==> config.mk <==
export PLATFORM = sky130hd
export DESIGN_NAME = windowed_request_tracker_flat
export DESIGN_NICKNAME = d
export VERILOG_FILES = /design/src/sv/wrt_pkg.sv /design/src/sv/wrt_if.sv /design/src/sv/wrt_slot_table.sv /design/src/sv/windowed_request_tracker.sv /design/src/flat_wrapper.sv
export SDC_FILE = /design/constraint.sdc
export NUM_CORES = 1
export LEC_CHECK = 0
export ABC_AREA = 1
export BUFFER_PORTS_ARGS = -buffer_cell sky130_fd_sc_hd__buf_2
export CAP_MARGIN = 40
export CORE_AREA = 2 2 188 190
export DETAILED_ROUTE_END_ITERATION = 10
export DIE_AREA = 0 0 190 192
export PLACE_DENSITY = 0.84
export SLEW_MARGIN = 20
export SYNTH_ARGS = -nofsm -noshare
export SYNTH_HDL_FRONTEND = slang
export SYNTH_SLANG_ARGS = --single-unit
==> constraint.sdc <==
create_clock -name clk -period 12.2 [get_ports clk]
set_input_delay 1.83 -clock clk [delete_from_list [all_inputs] [get_ports clk]]
set_output_delay 1.83 -clock clk [all_outputs]
set_load 0.005 [all_outputs]
==> src/sv/wrt_pkg.sv <==
// Shared types, constants and codes of the windowed request tracker.
`timescale 1ns / 1ps
`default_nettype none

package wrt_pkg;

	// Window size and sequence number width.
	localparam int SLOTS      = 4;
	localparam int SEQ_BITS   = 16;
	localparam int SLOT_IDX_W = (SLOTS > 1) ? $clog2(SLOTS) : 1;
	localparam int ACT_MAX    = 7;

	// Event codes carried in the cmd field.
	typedef enum logic [1:0] {
		CMD_KICK    = 2'd0,
		CMD_CONTENT = 2'd1,
		CMD_TIMEOUT = 2'd2
	} cmd_t;

	// Result kinds.
	typedef enum logic [1:0] {
		KIND_NEW  = 2'd0,
		KIND_RETX = 2'd1,
		KIND_END  = 2'd2
	} kind_t;

	// One incoming event.
	typedef struct packed {
		logic [1:0]  cmd;
		logic [1:0]  slot;
		logic [15:0] content_seq;
		logic        name_match;
		logic [31:0] fresh_nonce;
	} wrt_req_t;

	// One result.
	typedef struct packed {
		logic [1:0]  kind;
		logic [1:0]  out_slot;
		logic [15:0] request_seq;
		logic [31:0] request_nonce;
		logic [2:0]  active_slots;
		logic        task_done;
		logic [31:0] retry_total;
		logic [31:0] disorder_total;
	} wrt_res_t;

	// Lookup results from the slot table.
	typedef struct packed {
		logic                  sel_armed;
		logic [SEQ_BITS-1:0]   sel_number;
		logic                  hit;
		logic [SLOT_IDX_W-1:0] hit_idx;
	} slot_lookup_t;

	// One write into the slot table; live sets both held and armed.
	typedef struct packed {
		logic                  en;
		logic [SLOT_IDX_W-1:0] idx;
		logic                  wr_number;
		logic [SEQ_BITS-1:0]   number;
		logic                  live;
	} slot_update_t;

endpackage

`default_nettype wire

==> src/sv/wrt_if.sv <==
// Handshake interfaces for the request, result and configuration channels.
`timescale 1ns / 1ps
`default_nettype none

interface wrt_req_if;
	import wrt_pkg::*;
	logic     valid;
	logic     ready;
	wrt_req_t data;
	modport source (output valid, output data, input ready);
	modport sink (input valid, input data, output ready);
endinterface

interface wrt_res_if;
	import wrt_pkg::*;
	logic     valid;
	logic     ready;
	wrt_res_t data;
	modport source (output valid, output data, input ready);
	modport sink (input valid, input data, output ready);
endinterface

interface wrt_cfg_if;
	logic        valid;
	logic        ready;
	logic [15:0] data;
	modport source (output valid, output data, input ready);
	modport sink (input valid, input data, output ready);
endinterface

`default_nettype wire

==> src/sv/wrt_slot_table.sv <==
// Slot table: held number, held and armed flags per slot, plus the content lookup.
`timescale 1ns / 1ps
`default_nettype none

module wrt_slot_table (
	input  wire                              clk,
	input  wire                              arst_n,
	input  wire [wrt_pkg::SLOT_IDX_W-1:0]    sel_idx,
	input  wire [wrt_pkg::SEQ_BITS-1:0]      match_seq,
	input  wrt_pkg::slot_update_t            upd,
	output wrt_pkg::slot_lookup_t            lkp
);
	import wrt_pkg::*;

	logic [SEQ_BITS-1:0] number_q [SLOTS];
	logic [SLOTS-1:0]    holds_q;
	logic [SLOTS-1:0]    armed_q;

	// Flags are control state and clear on reset.
	always_ff @(posedge clk or negedge arst_n) begin
		if (!arst_n) begin
			holds_q <= '0;
			armed_q <= '0;
		end else if (upd.en) begin
			holds_q[upd.idx] <= upd.live;
			armed_q[upd.idx] <= upd.live;
		end
	end

	// Numbers are only read while held, so they need no reset.
	always_ff @(posedge clk) begin
		if (upd.en && upd.wr_number) begin
			number_q[upd.idx] <= upd.number;
		end
	end

	// Read the addressed slot and find the lowest held slot with the number.
	always_comb begin
		lkp.sel_armed  = armed_q[sel_idx];
		lkp.sel_number = number_q[sel_idx];
		lkp.hit        = 1'b0;
		lkp.hit_idx    = '0;
		for (int i = SLOTS - 1; i >= 0; i--) begin
			if (holds_q[i] && (number_q[i] == match_seq)) begin
				lkp.hit     = 1'b1;
				lkp.hit_idx = SLOT_IDX_W'(i);
			end
		end
	end

endmodule

`default_nettype wire

==> src/sv/windowed_request_tracker.sv <==
// Top level of the windowed request tracker.
`timescale 1ns / 1ps
`default_nettype none

// The tracker keeps a window of request slots and turns kick, content and
// timeout events into new requests, retransmissions and slot-ended reports,
// at most one result per event. It accepts one request per clock cycle while
// the result channel is not stalled; each request passes through the input
// register and then the result register before it appears on the result
// channel. The rate is set by the single state update that an event may make
// to the slot table and counters. Events that cause no result still pass
// through the input register. The final_seq register must only be written
// while the tracker is idle.
module windowed_request_tracker (
	input  wire        clk,
	input  wire        arst_n,
	wrt_cfg_if.sink    cfg,
	wrt_req_if.sink    req,
	wrt_res_if.source  res
);
	import wrt_pkg::*;

	logic [15:0]         final_seq_q;
	logic [SEQ_BITS:0]   next_number_q;
	logic [SEQ_BITS-1:0] prev_arrival_q;
	logic [2:0]          active_q;
	logic [31:0]         retry_q;
	logic [31:0]         disorder_q;

	logic                req_valid_s1;
	wrt_req_t            req_s1;
	logic                res_valid_q;
	wrt_res_t            res_q;

	slot_lookup_t        lkp;
	slot_update_t        upd;
	logic [SLOT_IDX_W-1:0] sel_idx;
	logic [SEQ_BITS-1:0] content_seq;
	logic                slot_ok;
	logic                exhausted;
	logic                has_res;
	logic                advance;
	logic                out_free;
	wrt_res_t            res_d;
	logic [SEQ_BITS:0]   next_number_d;
	logic [SEQ_BITS-1:0] prev_arrival_d;
	logic [2:0]          active_d;
	logic [31:0]         retry_d;
	logic [31:0]         disorder_d;

	// Configuration register; writes are always taken.
	assign cfg.ready = 1'b1;

	always_ff @(posedge clk or negedge arst_n) begin
		if (!arst_n) begin
			final_seq_q <= '0;
		end else if (cfg.valid) begin
			final_seq_q <= cfg.data;
		end
	end

	// Handshake: a request leaves the input register once its result has room.
	assign out_free  = !res_valid_q || res.ready;
	assign advance   = req_valid_s1 && (!has_res || out_free);
	assign req.ready = !req_valid_s1 || advance;

	always_ff @(posedge clk or negedge arst_n) begin
		if (!arst_n) begin
			req_valid_s1 <= 1'b0;
		end else if (req.ready) begin
			req_valid_s1 <= req.valid;
		end
	end

	always_ff @(posedge clk) begin
		if (req.valid && req.ready) begin
			req_s1 <= req.data;
		end
	end

	// Slot table with lookup by slot index and by content number.
	assign sel_idx     = SLOT_IDX_W'(req_s1.slot);
	assign content_seq = SEQ_BITS'(req_s1.content_seq);

	wrt_slot_table u_slot_table (
		.clk       (clk),
		.arst_n    (arst_n),
		.sel_idx   (sel_idx),
		.match_seq (content_seq),
		.upd       (upd),
		.lkp       (lkp)
	);

	assign slot_ok   = 32'(req_s1.slot) < 32'(SLOTS);
	assign exhausted = next_number_q > (SEQ_BITS + 1)'(final_seq_q);

	// Event decode: result and next state for the request in the input register.
	always_comb begin
		has_res        = 1'b0;
		upd            = '0;
		next_number_d  = next_number_q;
		prev_arrival_d = prev_arrival_q;
		active_d       = active_q;
		retry_d        = retry_q;
		disorder_d     = disorder_q;
		res_d          = '0;
		res_d.out_slot = req_s1.slot;
		res_d.request_nonce = req_s1.fresh_nonce;

		case (req_s1.cmd)
			CMD_KICK: begin
				if (slot_ok && !exhausted && !lkp.sel_armed) begin
					has_res           = 1'b1;
					upd.en            = 1'b1;
					upd.idx           = sel_idx;
					upd.wr_number     = 1'b1;
					upd.number        = next_number_q[SEQ_BITS-1:0];
					upd.live          = 1'b1;
					next_number_d     = next_number_q + 1'b1;
					if (active_q != 3'(ACT_MAX)) begin
						active_d = active_q + 3'd1;
					end
					res_d.kind        = KIND_NEW;
					res_d.request_seq = 16'(next_number_q[SEQ_BITS-1:0]);
				end
			end
			CMD_TIMEOUT: begin
				if (slot_ok && lkp.sel_armed) begin
					has_res           = 1'b1;
					retry_d           = retry_q + 32'd1;
					res_d.kind        = KIND_RETX;
					res_d.request_seq = 16'(lkp.sel_number);
				end
			end
			CMD_CONTENT: begin
				if (req_s1.name_match && lkp.hit) begin
					has_res        = 1'b1;
					prev_arrival_d = content_seq;
					if (content_seq != (prev_arrival_q + 1'b1)) begin
						disorder_d = disorder_q + 32'd1;
					end
					upd.en         = 1'b1;
					upd.idx        = lkp.hit_idx;
					res_d.out_slot = 2'(lkp.hit_idx);
					if (exhausted) begin
						// Nothing left to fetch: the slot ends.
						upd.live            = 1'b0;
						if (active_q != 3'd0) begin
							active_d = active_q - 3'd1;
						end
						res_d.kind          = KIND_END;
						res_d.request_seq   = 16'(content_seq);
						res_d.request_nonce = '0;
					end else begin
						// The slot takes the next number at once.
						upd.live          = 1'b1;
						upd.wr_number     = 1'b1;
						upd.number        = next_number_q[SEQ_BITS-1:0];
						next_number_d     = next_number_q + 1'b1;
						res_d.kind        = KIND_NEW;
						res_d.request_seq = 16'(next_number_q[SEQ_BITS-1:0]);
					end
				end
			end
			default: begin
				has_res = 1'b0;
			end
		endcase

		upd.en               = upd.en && advance;
		res_d.active_slots   = active_d;
		res_d.task_done      = (res_d.kind == KIND_END) && (active_d == 3'd0);
		res_d.retry_total    = retry_d;
		res_d.disorder_total = disorder_d;
	end

	// Tracker state is committed when the request leaves the input register.
	always_ff @(posedge clk or negedge arst_n) begin
		if (!arst_n) begin
			next_number_q  <= '0;
			prev_arrival_q <= '1;
			active_q       <= '0;
			retry_q        <= '0;
			disorder_q     <= '0;
		end else if (advance) begin
			next_number_q  <= next_number_d;
			prev_arrival_q <= prev_arrival_d;
			active_q       <= active_d;
			retry_q        <= retry_d;
			disorder_q     <= disorder_d;
		end
	end

	// Result register.
	always_ff @(posedge clk or negedge arst_n) begin
		if (!arst_n) begin
			res_valid_q <= 1'b0;
		end else if (advance && has_res) begin
			res_valid_q <= 1'b1;
		end else if (res.ready) begin
			res_valid_q <= 1'b0;
		end
	end

	always_ff @(posedge clk) begin
		if (advance && has_res) begin
			res_q <= res_d;
		end
	end

	assign res.valid = res_valid_q;
	assign res.data  = res_q;

endmodule

`default_nettype wire

==> src/flat_wrapper.sv <==
// flat-port wrapper written by rule: the top's interface ports become plain ports
module windowed_request_tracker_flat import wrt_pkg::*;
  (clk, arst_n, cfg_valid, cfg_data, cfg_ready, req_valid, req_data, req_ready, res_valid, res_data, res_ready);
  wrt_cfg_if cfg_i ();
  wrt_req_if req_i ();
  wrt_res_if res_i ();
  input  wire clk;
  input  wire arst_n;
  input wire logic [$bits(cfg_i.valid)-1:0] cfg_valid;
  input wire logic [$bits(cfg_i.data)-1:0] cfg_data;
  output wire logic [$bits(cfg_i.ready)-1:0] cfg_ready;
  input wire logic [$bits(req_i.valid)-1:0] req_valid;
  input wire logic [$bits(req_i.data)-1:0] req_data;
  output wire logic [$bits(req_i.ready)-1:0] req_ready;
  output wire logic [$bits(res_i.valid)-1:0] res_valid;
  output wire logic [$bits(res_i.data)-1:0] res_data;
  input wire logic [$bits(res_i.ready)-1:0] res_ready;
  assign cfg_i.valid = cfg_valid;
  assign cfg_i.data = cfg_data;
  assign cfg_ready = cfg_i.ready;
  assign req_i.valid = req_valid;
  assign req_i.data = req_data;
  assign req_ready = req_i.ready;
  assign res_valid = res_i.valid;
  assign res_data = res_i.data;
  assign res_i.ready = res_ready;
  windowed_request_tracker u_core (.clk(clk), .arst_n(arst_n), .cfg(cfg_i), .req(req_i), .res(res_i));
endmodule
==> results of run 1 <==
==> through the flow <==
step	cell area (sq um)	power, W
floorplan	18700	0.00162
global placement	20000	0.00170
detailed placement	20100	0.00172
CTS	21400	0.00297
global route	21400	0.00306
finish	21400	0.00296
==> area by class of cell <==
class | count | area, sq um
fill | 2872 | 12800
sequential | 361 | 10200
multi-input combinational | 1432 | 7020
timing repair buffer | 208 | 1130
inverter | 299 | 1130
clock buffer | 49 | 1050
tap | 455 | 569
clock inverter | 23 | 314
==> synth_stat cells, drive strengths merged <==
cell,number,share of area
xor2,51,0.024
a21boi,2,0.00080
nor3,28,0.0091
nand2,692,0.14
o21bai,3,0.0012
buf,47,0.016
or2,6,0.0020
ha,27,0.018
nand3,123,0.038
mux2,1,0.00060
edfxtp,237,0.38
o21a,2,0.00080
o22ai,1,0.00033
dfxtp,2,0.0021
nor4b,1,0.00047
nor3b,3,0.0012
dfstp,16,0.022
nand3b,7,0.0028
nor4,11,0.0037
nor2,184,0.040
xnor2,13,0.0061
and3,2,0.00067
a21oi,46,0.013
conb,1,0.00020
inv,299,0.060
clkbuf,17,0.0034
dfrtp,106,0.14
nand4,60,0.020
and2,3,0.0010
o21ai,165,0.046
==> critical path: cells and delay by family (launching register included) <==
| kind | cells | cell delay [ps] |
|---|---|---|
| fa+ha+maj | 1 | 330 |
| buf+inv | 4 | 1780 |
| flops | 1 | 430 |
| compound gates | 1 | 130 |
| simple gates | 11 | 1810 |
==> layout by cell type, fill, tap and decap left out, drive strengths merged <==
master,count
a21boi,2
a21oi,46
and2,3
and3,2
buf,208
bufinv,6
clkbuf,49
clkinv,16
clkinvlp,1
conb,1
dfrtp,106
dfstp,16
dfxtp,2
edfxtp,237
ha,27
inv,299
mux2,1
nand2,692
nand3,123
nand3b,7
nand4,60
nor2,184
nor3,28
nor3b,3
nor4,11
nor4b,1
o21a,2
o21ai,165
o21bai,3
o22ai,1
or2,6
xnor2,13
xor2,51
==> power by group <==
| group | leakage [nW] | internal (W) | total (W) | switching (W) |
|---|---|---|---|---|
| clock network | 0.673 | 0.000748 | 0.00125 | 0.000506 |
| logic | 5.23 | 0.0000904 | 0.000274 | 0.000184 |
| registers | 3.99 | 0.00137 | 0.00143 | 0.0000565 |
==> state kept, by name, indices dropped and copies added (netlist names), named ones only <==
signal and cells:
u_core.prev_arrival_q 16, u_core.next_number_q 17, u_core.u_slot_table.holds_q 4, u_core.res.valid 1, u_core.final_seq_q 16, u_core.req_s1 35
u_core.retry_q 32, u_core.active_q 3, u_core.disorder_q 32, u_core.req_valid_s1 1, u_core.res.data 120, u_core.u_slot_table.number_q 64
u_core.content_seq 16, u_core.sel_idx 2
==> logic make-up after synthesis <==
group / synth area share
and+or+nand+nor: 0.263
buffers and inverters: 0.0798
muxes: 0.000601
AOI/OAI and AO/OA: 0.0625
adders and majority gates: 0.0180
xor gates and xnor gates: 0.0299
other: 0.000200
DFF: 0.546
==> path summary, 6_finish.rpt <==
kind | startpoint | endpoint | slack, ps | cells past startpoint
max in group asynchronous | arst_n | u_core.next_number_q[13]$_DFFE_PN0P_ | 9910 | 2
setup reg to reg | u_core.next_number_q[14]$_DFFE_PN0P_ | u_core.res.data[85]$_DFFE_PP_ | 7350 | 17
hold reg to reg | u_core.next_number_q[16]$_DFFE_PN0P_ | u_core.next_number_q[16]$_DFFE_PN0P_ | 500 | 2
hold / removal | u_core.next_number_q[16]$_DFFE_PN0P_ | u_core.next_number_q[16]$_DFFE_PN0P_ | 500 | 2
setup / recovery | u_core.next_number_q[14]$_DFFE_PN0P_ | u_core.res.data[85]$_DFFE_PP_ | 7350 | 17
min in group asynchronous | arst_n | u_core.disorder_q[12]$_DFFE_PN0N_ | 1250 | 1
==> layer usage <==
metal,vias up,GRT usage,wire length (um)
li1,7354,-,-
met1,7282,0.353,20000
met2,724,0.476,24700
met3,134,0.0579,4200
met4,4,0.119,2020
met5,-,0,27
==> results_dict.tcl, run 1 <==
set metrics [dict create \
    setup_viol 0 \
    areaGrowthSynthToFinish_pct 14.4 \
    hpwlAfterDp_mm 37.4 \
    setup_ws_ps 7350 \
    routed_wl_mm 50.9 \
    avgRoutedWirePerCell_um 18.0 \
    cp.arrival_ps 5100 \
    fmax_ghz 0.206 \
    cts_tree "built" \
    ant_nets 0 \
    startpoint_type "register" \
    dp.cells 2753 \
    path_cells "ha_1 > nand2_1 > nor2_1 > nand2_1 > nor3_2 > o21ai_0 > nand2_1 > nand2_1 > nand3_1 > nand3_1 > nand3_2 > nand2_4 > inv_4 > nand2_1 > inv_4 > buf_4 > buf_12" \
    totalNegativeSetupSlack_ps 0 \
    synth.ff_latch_count 361 \
    grt_antenna_before_repair 2 \
    diodes 0 \
    rsz0062_at_grt "false" \
    ys_warn_count 0 \
    start_util 0.547 \
    end_kind "register" \
    die_w_um 190 \
    avgSynthCellArea_sq_um 8.70 \
    max_cap_violations 0 \
    grt_pass1_wl_mm 79.5 \
    clock-sinks 361 \
    layout.nets 2442 \
    synth_seq_area_share 0.546 \
    fin_hold_ws_ps 498 \
    numCtsBuffers 39 \
    critPathKind "register to register" \
    min_path_type "register to register" \
    grt_pass1_vias 15105 \
    vdd_ir_drop_max_v 0.000160 \
    boundaryPins 197 \
    relSlewSlack 0.446 \
    period_needed_ps 4850 \
    final_cells 2827 \
    place_ws_ps 7390 \
    synth_fp_nets 2257 \
    fp.dieH_um 192 \
    finalCritPeriodShare 0.398 \
    drive_above_1_share 0.167 \
    dr_total_vias 15498 \
    grt_max_degree 71 \
    crit_top_cell "nand2_1" \
    clock_latency_ps 570 \
    power_density_nw_per_um2 138 \
    gp_congestion 1.00 \
    utilization 0.626 \
    finClkSkew_ps 19.0 \
    core_area_sq_um 34300 \
    root_buffer "clkbuf_16" \
    via_per_inst 5.48 \
    p_leak_nw 9.89 \
    cts_buffer_depth 3 \
    die-area_sq_um 36500 \
    portBuffers 195 \
    slew_violations 0 \
    path_clk_slew_ps 60 \
    hold_viol 0 \
    status "complete, no violations" \
    drcViolationCount 0 \
    netlist-cell-type-count 48 \
    syn-cell-area_sq_um 18700 \
    rows 68 \
    worst_slew_pin_slew_ps 832 \
    h-tree-depth 2 \
    drtPass1Iterations 6 \
    cpPeakStageDelay_ps 520 \
    ctsHoldBuffers 0 \
    slowest_stage "inv_4" \
    cts_resized 0 \
    worstPathMaxFanout 52 \
    grt_overflow 0 \
    worstPathRequired_ps 12450 \
    cts_setup_buffers 0 \
    grtUsageTotal 0.282 \
    synthCells 2156 \
    first_iter_violations 1379 \
]
(Power assumes the default switching activity.)
==> run 2, diff against run 1 <==
Settings changed: ABC_AREA 1 to 0, CORE_AREA 2 2 188 190 to 2 2 179 181, DIE_AREA 0 0 190 192 to 0 0 181 183.
Clock period 12.2 ns to 4.89 ns, I/O delays scaled along.
==> run 2 against run 1 <==
Effect of this change: wire length fell by 22%; critical path depth fell by 9; largest cell class unchanged; highest routed layer is now met4; sequential power rose by 150%; combinational power rose by 110%.
==> results_dict.tcl, run 2 <==
set metrics [dict create \
    avgRoutedWirePerCell_um 20.2 \
    placed_cell_area_sq_um 18300 \
    clock-sinks 361 \
    design_area_sq_um 19500 \
    largest_reg_flops 120 \
    hold_viol 0 \
    cp.arrival_ps 3450 \
    syn-cell-area_sq_um 16900 \
    numCtsBuffers 37 \
    grt_antenna_before_repair 0 \
    setup_ws_ps 707 \
    drcViolationCount 0 \
    diodes 0 \
    ant_nets 0 \
    p_leak_nw 7.77 \
    synthCells 1325 \
    worst_slew_pin_slew_ps 887 \
    fin_hold_ws_ps 156 \
    synth_top_area_cell "edfxtp_1" \
    rr_worst_depth 8 \
    grt_max_degree 63 \
    ys.flop_type "edfxtp_1" \
    period_needed_ps 4180 \
    place_ws_ps 1150 \
    cts_setup_buffers 0 \
    routed_wl_mm 39.5 \
    fmax_ghz 0.239 \
    dp.cells 1885 \
    drtPass1Iterations 5 \
    h-tree-depth 2 \
    die_w_um 181 \
    first_iter_violations 977 \
    ys_warn_count 0 \
    synth.ff_latch_count 361 \
    startpoint_type "register" \
    core_area_sq_um 31200 \
    areaGrowthSynthToFinish_pct 15.9 \
    grt_overflow 0 \
    fp.dieH_um 183 \
    path_clk_slew_ps 60 \
    final_cells 1952 \
    finClkSkew_ps 10.5 \
    clock_latency_ps 520 \
    finalCritPeriodShare 0.855 \
    gp_congestion 0.967 \
    netlist-cell-type-count 75 \
    layout_commonest_cell "edfxtp_1" \
    portBuffers 195 \
    grt_pass1_wl_mm 61.8 \
    die-area_sq_um 33100 \
    synth_top_area_share 0.422 \
    relSlewSlack 0.404 \
    rsz0062_at_grt "false" \
    setup_viol 0 \
    cts_tree "built" \
    vdd_ir_drop_max_v 0.000293 \
    via_per_inst 5.79 \
    ys_top_cells_by_count "edfxtp_1, xnor2_1, nand2_1" \
    worstPathRequired_ps 4160 \
    synth_area_leaders "edfxtp_1, dfrtp_1, xnor2_1, nand2_1, dfstp_2" \
    min_path_type "primary input to asynchronous set/reset pin" \
    boundaryPins 197 \
    cts_resized 0 \
    avgSynthCellArea_sq_um 12.7 \
    layout.nets 1623 \
    end_kind "primary output" \
    drive_above_1_share 0.231 \
    post-synth-top-count-cell "edfxtp_1" \
    ctsHoldBuffers 0 \
    rows 65 \
    synth_fp_nets 1426 \
    cts_buffer_depth 3 \
    power_density_nw_per_um2 353 \
    synth_edf_count 237 \
    synth_seq_area_share 0.607 \
    critPathKind "register to primary output" \
    dr_total_vias 11306 \
    worstPathMaxFanout 10 \
    start_util 0.540 \
    hpwlAfterDp_mm 28.3 \
    grtUsageTotal 0.240 \
    slew_violations 0 \
    root_buffer "clkbuf_16" \
    grt_pass1_vias 11023 \
    max_cap_violations 0 \
    status "complete, no violations" \
    layout_common_cells "edfxtp_1, buf_2, xnor2_1, nand2_1, dfrtp_1" \
    async_flop_share 0.338 \
]
run 2: changes by cell type after synthesis, moves of 20 or more:
cell / previous run / this run
nor2_1: 173 / 42
nand3_1: 103 / 68
and3_1: 2 / 37
o21ai_0: 101 / 24
nor2b_1: 0 / 38
nand2_1: 657 / 117
inv_1: 283 / 43
mux2_2: 1 / 25
xnor2_1: 13 / 178
o21ai_1: 52 / 1
nand3_2: 20 / 0
nand2_2: 32 / 0
run 2: where the power goes:
| group | switching (W) | leakage (nW) | total [W] | internal, W |
|---|---|---|---|---|
| combinational | 0.000332 | 3.32 | 0.000584 | 0.000252 |
| sequential | 0.000122 | 3.88 | 0.00353 | 0.00340 |
| clock | 0.00116 | 0.576 | 0.00280 | 0.00164 |
run 2: worst max-delay path: stages (launching register included):
cell      delay (ps)
edfxtp_1         530
xor2_1           250
or4b_1           600
or4_4            520
o22ai_4          180
o21ai_4          130
and3_4           230
or2_2            340
buf_2            140
run 2: final timing paths:
check	slack (ps)	to	start
min	160	u_core.next_number_q[6]$_DFFE_PN0P_	arst_n
max	710	req_ready	u_core.content_seq[12]$_DFFE_PN_
min in group clk	390	u_core.req_s1[9]$_DFFE_PN_	req_data[9]
min reg2reg	500	u_core.disorder_q[31]$_DFFE_PN0N_	u_core.disorder_q[31]$_DFFE_PN0N_
max in group asynchronous	3780	u_core.disorder_q[25]$_DFFE_PN0N_	arst_n
max reg2reg	1120	u_core.res.data[58]$_DFFE_PP_	u_core.content_seq[12]$_DFFE_PN_
run 2: final cells by class:
type	count	area (sq um)
timing repair buffer	221	1230
fill	2385	11700
sequential	361	10200
inverter	43	161
clock inverter	25	240
tap	402	503
clock buffer	42	965
multi-input combinational	858	6210
run 2: kinds of logic (layout without fill, tap and decap cells):
family	count (synthesis)	in the layout	share of synthesized area
xor+xnor	225	225	0.117
flops	361	361	0.607
fa+ha+maj	27	27	0.0200
compound gates	117	117	0.0473
simple gates	440	440	0.138
mux	48	48	0.0436
buf+inv	106	331	0.0273
other cells	1	1	0.000222
run 2: metrics by stage:
stage / setup TNS (ps) / power [W] / utilization
global placement: 0 / 0.00413 / 0.585
finish: 0 / 0.00691 / 0.626
global route: 0 / 0.00716 / 0.626
detailed placement: 0 / 0.00416 / 0.587
floorplan: -73340 / 0.00393 / -
CTS: 0 / 0.00696 / 0.626
run 2: metal layers:
| layer | track usage | vias to the layer above | routed length [um] |
|---|---|---|---|
| met2 | 0.400 | 461 | 18900 |
| met5 | 0 | - | 0 |
| met3 | 0.0383 | 83 | 2580 |
| met1 | 0.318 | 5603 | 16400 |
| met4 | 0.0943 | 0 | 1570 |
| li1 | - | 5159 | - |
==> run 3, diff against run 2 <==
Settings changed: REMOVE_ABC_BUFFERS from default to 1.
==> run 3 against run 2 <==
Effect of this change: clock power increased by 2%; combinational power decreased by 2%; die area unchanged.
==> results_dict.tcl, run 3 (synthesis results as in run 2) <==
set metrics [dict create \
    status "complete, no violations" \
    cpPeakStageDelay_ps 540 \
    worstPathMaxFanout 10 \
    finalCritPeriodShare 0.891 \
    grt_pass1_wl_mm 61.5 \
    p_leak_nw 7.77 \
    period_needed_ps 4360 \
    drcViolationCount 0 \
    grt_max_degree 105 \
    avgRoutedWirePerCell_um 20.1 \
    root_buffer "clkbuf_16" \
    first_iter_violations 1000 \
    cts_resized 0 \
    min_path_type "primary input to asynchronous set/reset pin" \
    utilization 0.625 \
    drtPass1Iterations 7 \
    clock_latency_ps 520 \
    layout.nets 1621 \
    ctsHoldBuffers 0 \
    portBuffers 195 \
    max_cap_violations 0 \
    cts_buffer_depth 3 \
    grtUsageTotal 0.238 \
    grt_antenna_before_repair 0 \
    layout_common_cells "edfxtp_1, buf_2, xnor2_1, nand2_1, dfrtp_1" \
    relSlewSlack 0.518 \
    drive_above_1_share 0.229 \
    startpoint_type "register" \
    die-area_sq_um 33100 \
    boundaryPins 197 \
    finClkSkew_ps 17.1 \
    cts_tree "built" \
    power_density_nw_per_um2 357 \
    critPathKind "register to primary output" \
    place_ws_ps 1140 \
    diodes 0 \
    rows 65 \
    largest_reg_flops 120 \
    fmax_ghz 0.230 \
    gp_congestion 0.955 \
    clock-sinks 361 \
    fp.dieH_um 183 \
    ant_nets 0 \
    cts_setup_buffers 0 \
    via_per_inst 5.70 \
    path_cells "xnor2_1 > or4b_1 > or4_1 > o22ai_4 > o21ai_2 > and3_1 > or2_2 > buf_2" \
    areaGrowthSynthToFinish_pct 15.7 \
    placed_cell_area_sq_um 18300 \
    routed_wl_mm 39.2 \
    slowest_stage "edfxtp_1" \
    grt_pass1_vias 11121 \
    fin_hold_ws_ps 145 \
    design_area_sq_um 19500 \
    cp.arrival_ps 3620 \
    start_util 0.540 \
    layout_commonest_cell "edfxtp_1" \
    grt_overflow 0 \
    numCtsBuffers 38 \
    hold_viol 0 \
    setup_viol 0 \
    die_w_um 181 \
    path_clk_slew_ps 60 \
    worstPathRequired_ps 4160 \
    hpwlAfterDp_mm 28.0 \
    vdd_ir_drop_max_v 0.000229 \
    core_area_sq_um 31200 \
    slew_violations 0 \
    setup_ws_ps 533 \
    rsz0062_at_grt "false" \
    worst_slew_pin_slew_ps 723 \
    dr_total_vias 11129 \
    h-tree-depth 2 \
    end_kind "primary output" \
]
-- run 3: changes by cell type in the layout (fill, tap and decap cells not counted), sizes merged --
cell	previous run	this run
clkbuf	42	51
buf	221	218
clkinv	13	10
clkinvlp	5	3
inv	46	44
-- run 3: critical path, delay by kind of cell (launching register included) --
kind	cells	cell delay, ps
and+or+nand+nor	4	1650
xor gates and xnor gates	1	410
DFF	1	540
buffers and inverters	1	150
AOI/OAI and AO/OA	2	360
-- run 3: through the flow --
step	total power [W]	std cells	TNS [ps]
CTS	0.00701	1951	0
global route	0.00722	1951	0
detailed placement	0.00417	1882	0
global placement	0.00413	1878	0
finish	0.00696	1951	0
floorplan	0.00392	1262	-757530
-- run 3: area by class of cell --
cell class                      instances  area, sq um
Tap cell                              402          503
Multi-Input combinational cell        858         6190
Clock buffer                           51         1030
Fill cell                            2412        11700
Clock inverter                         18          199
Inverter                               43          161
Sequential cell                       361        10200
Timing Repair Buffer                  218         1200
-- run 3: power breakdown --
| part | total (W) | switching (W) | internal [W] | leakage (nW) |
|---|---|---|---|---|
| clock network | 0.00285 | 0.00115 | 0.00170 | 0.597 |
| registers | 0.00354 | 0.000132 | 0.00340 | 3.88 |
| logic | 0.000575 | 0.000326 | 0.000249 | 3.30 |
-- run 3: final timing paths --
kind,start,endpoint,slack (ps),depth (start not counted)
min,arst_n,u_core.u_slot_table.holds_q[1]$_DFFE_PN0P_,140,1
min in group clk,req_data[47],u_core.content_seq[14]$_DFFE_PN_,390,1
max reg2reg,u_core.content_seq[9]$_DFFE_PN_,u_core.res.data[11]$_DFFE_PP_,1050,8
max in group asynchronous,arst_n,u_core.disorder_q[11]$_DFFE_PN0N_,3700,3
min reg2reg,u_core.disorder_q[31]$_DFFE_PN0N_,u_core.disorder_q[31]$_DFFE_PN0N_,500,1
max,u_core.content_seq[9]$_DFFE_PN_,req_ready,530,8
-- run 3: metal layers --
metal	wire (um)	global-route usage
met2	18800	0.394
met3	2330	0.0381
met5	0	0
met1	16900	0.327
met4	1120	0.0754
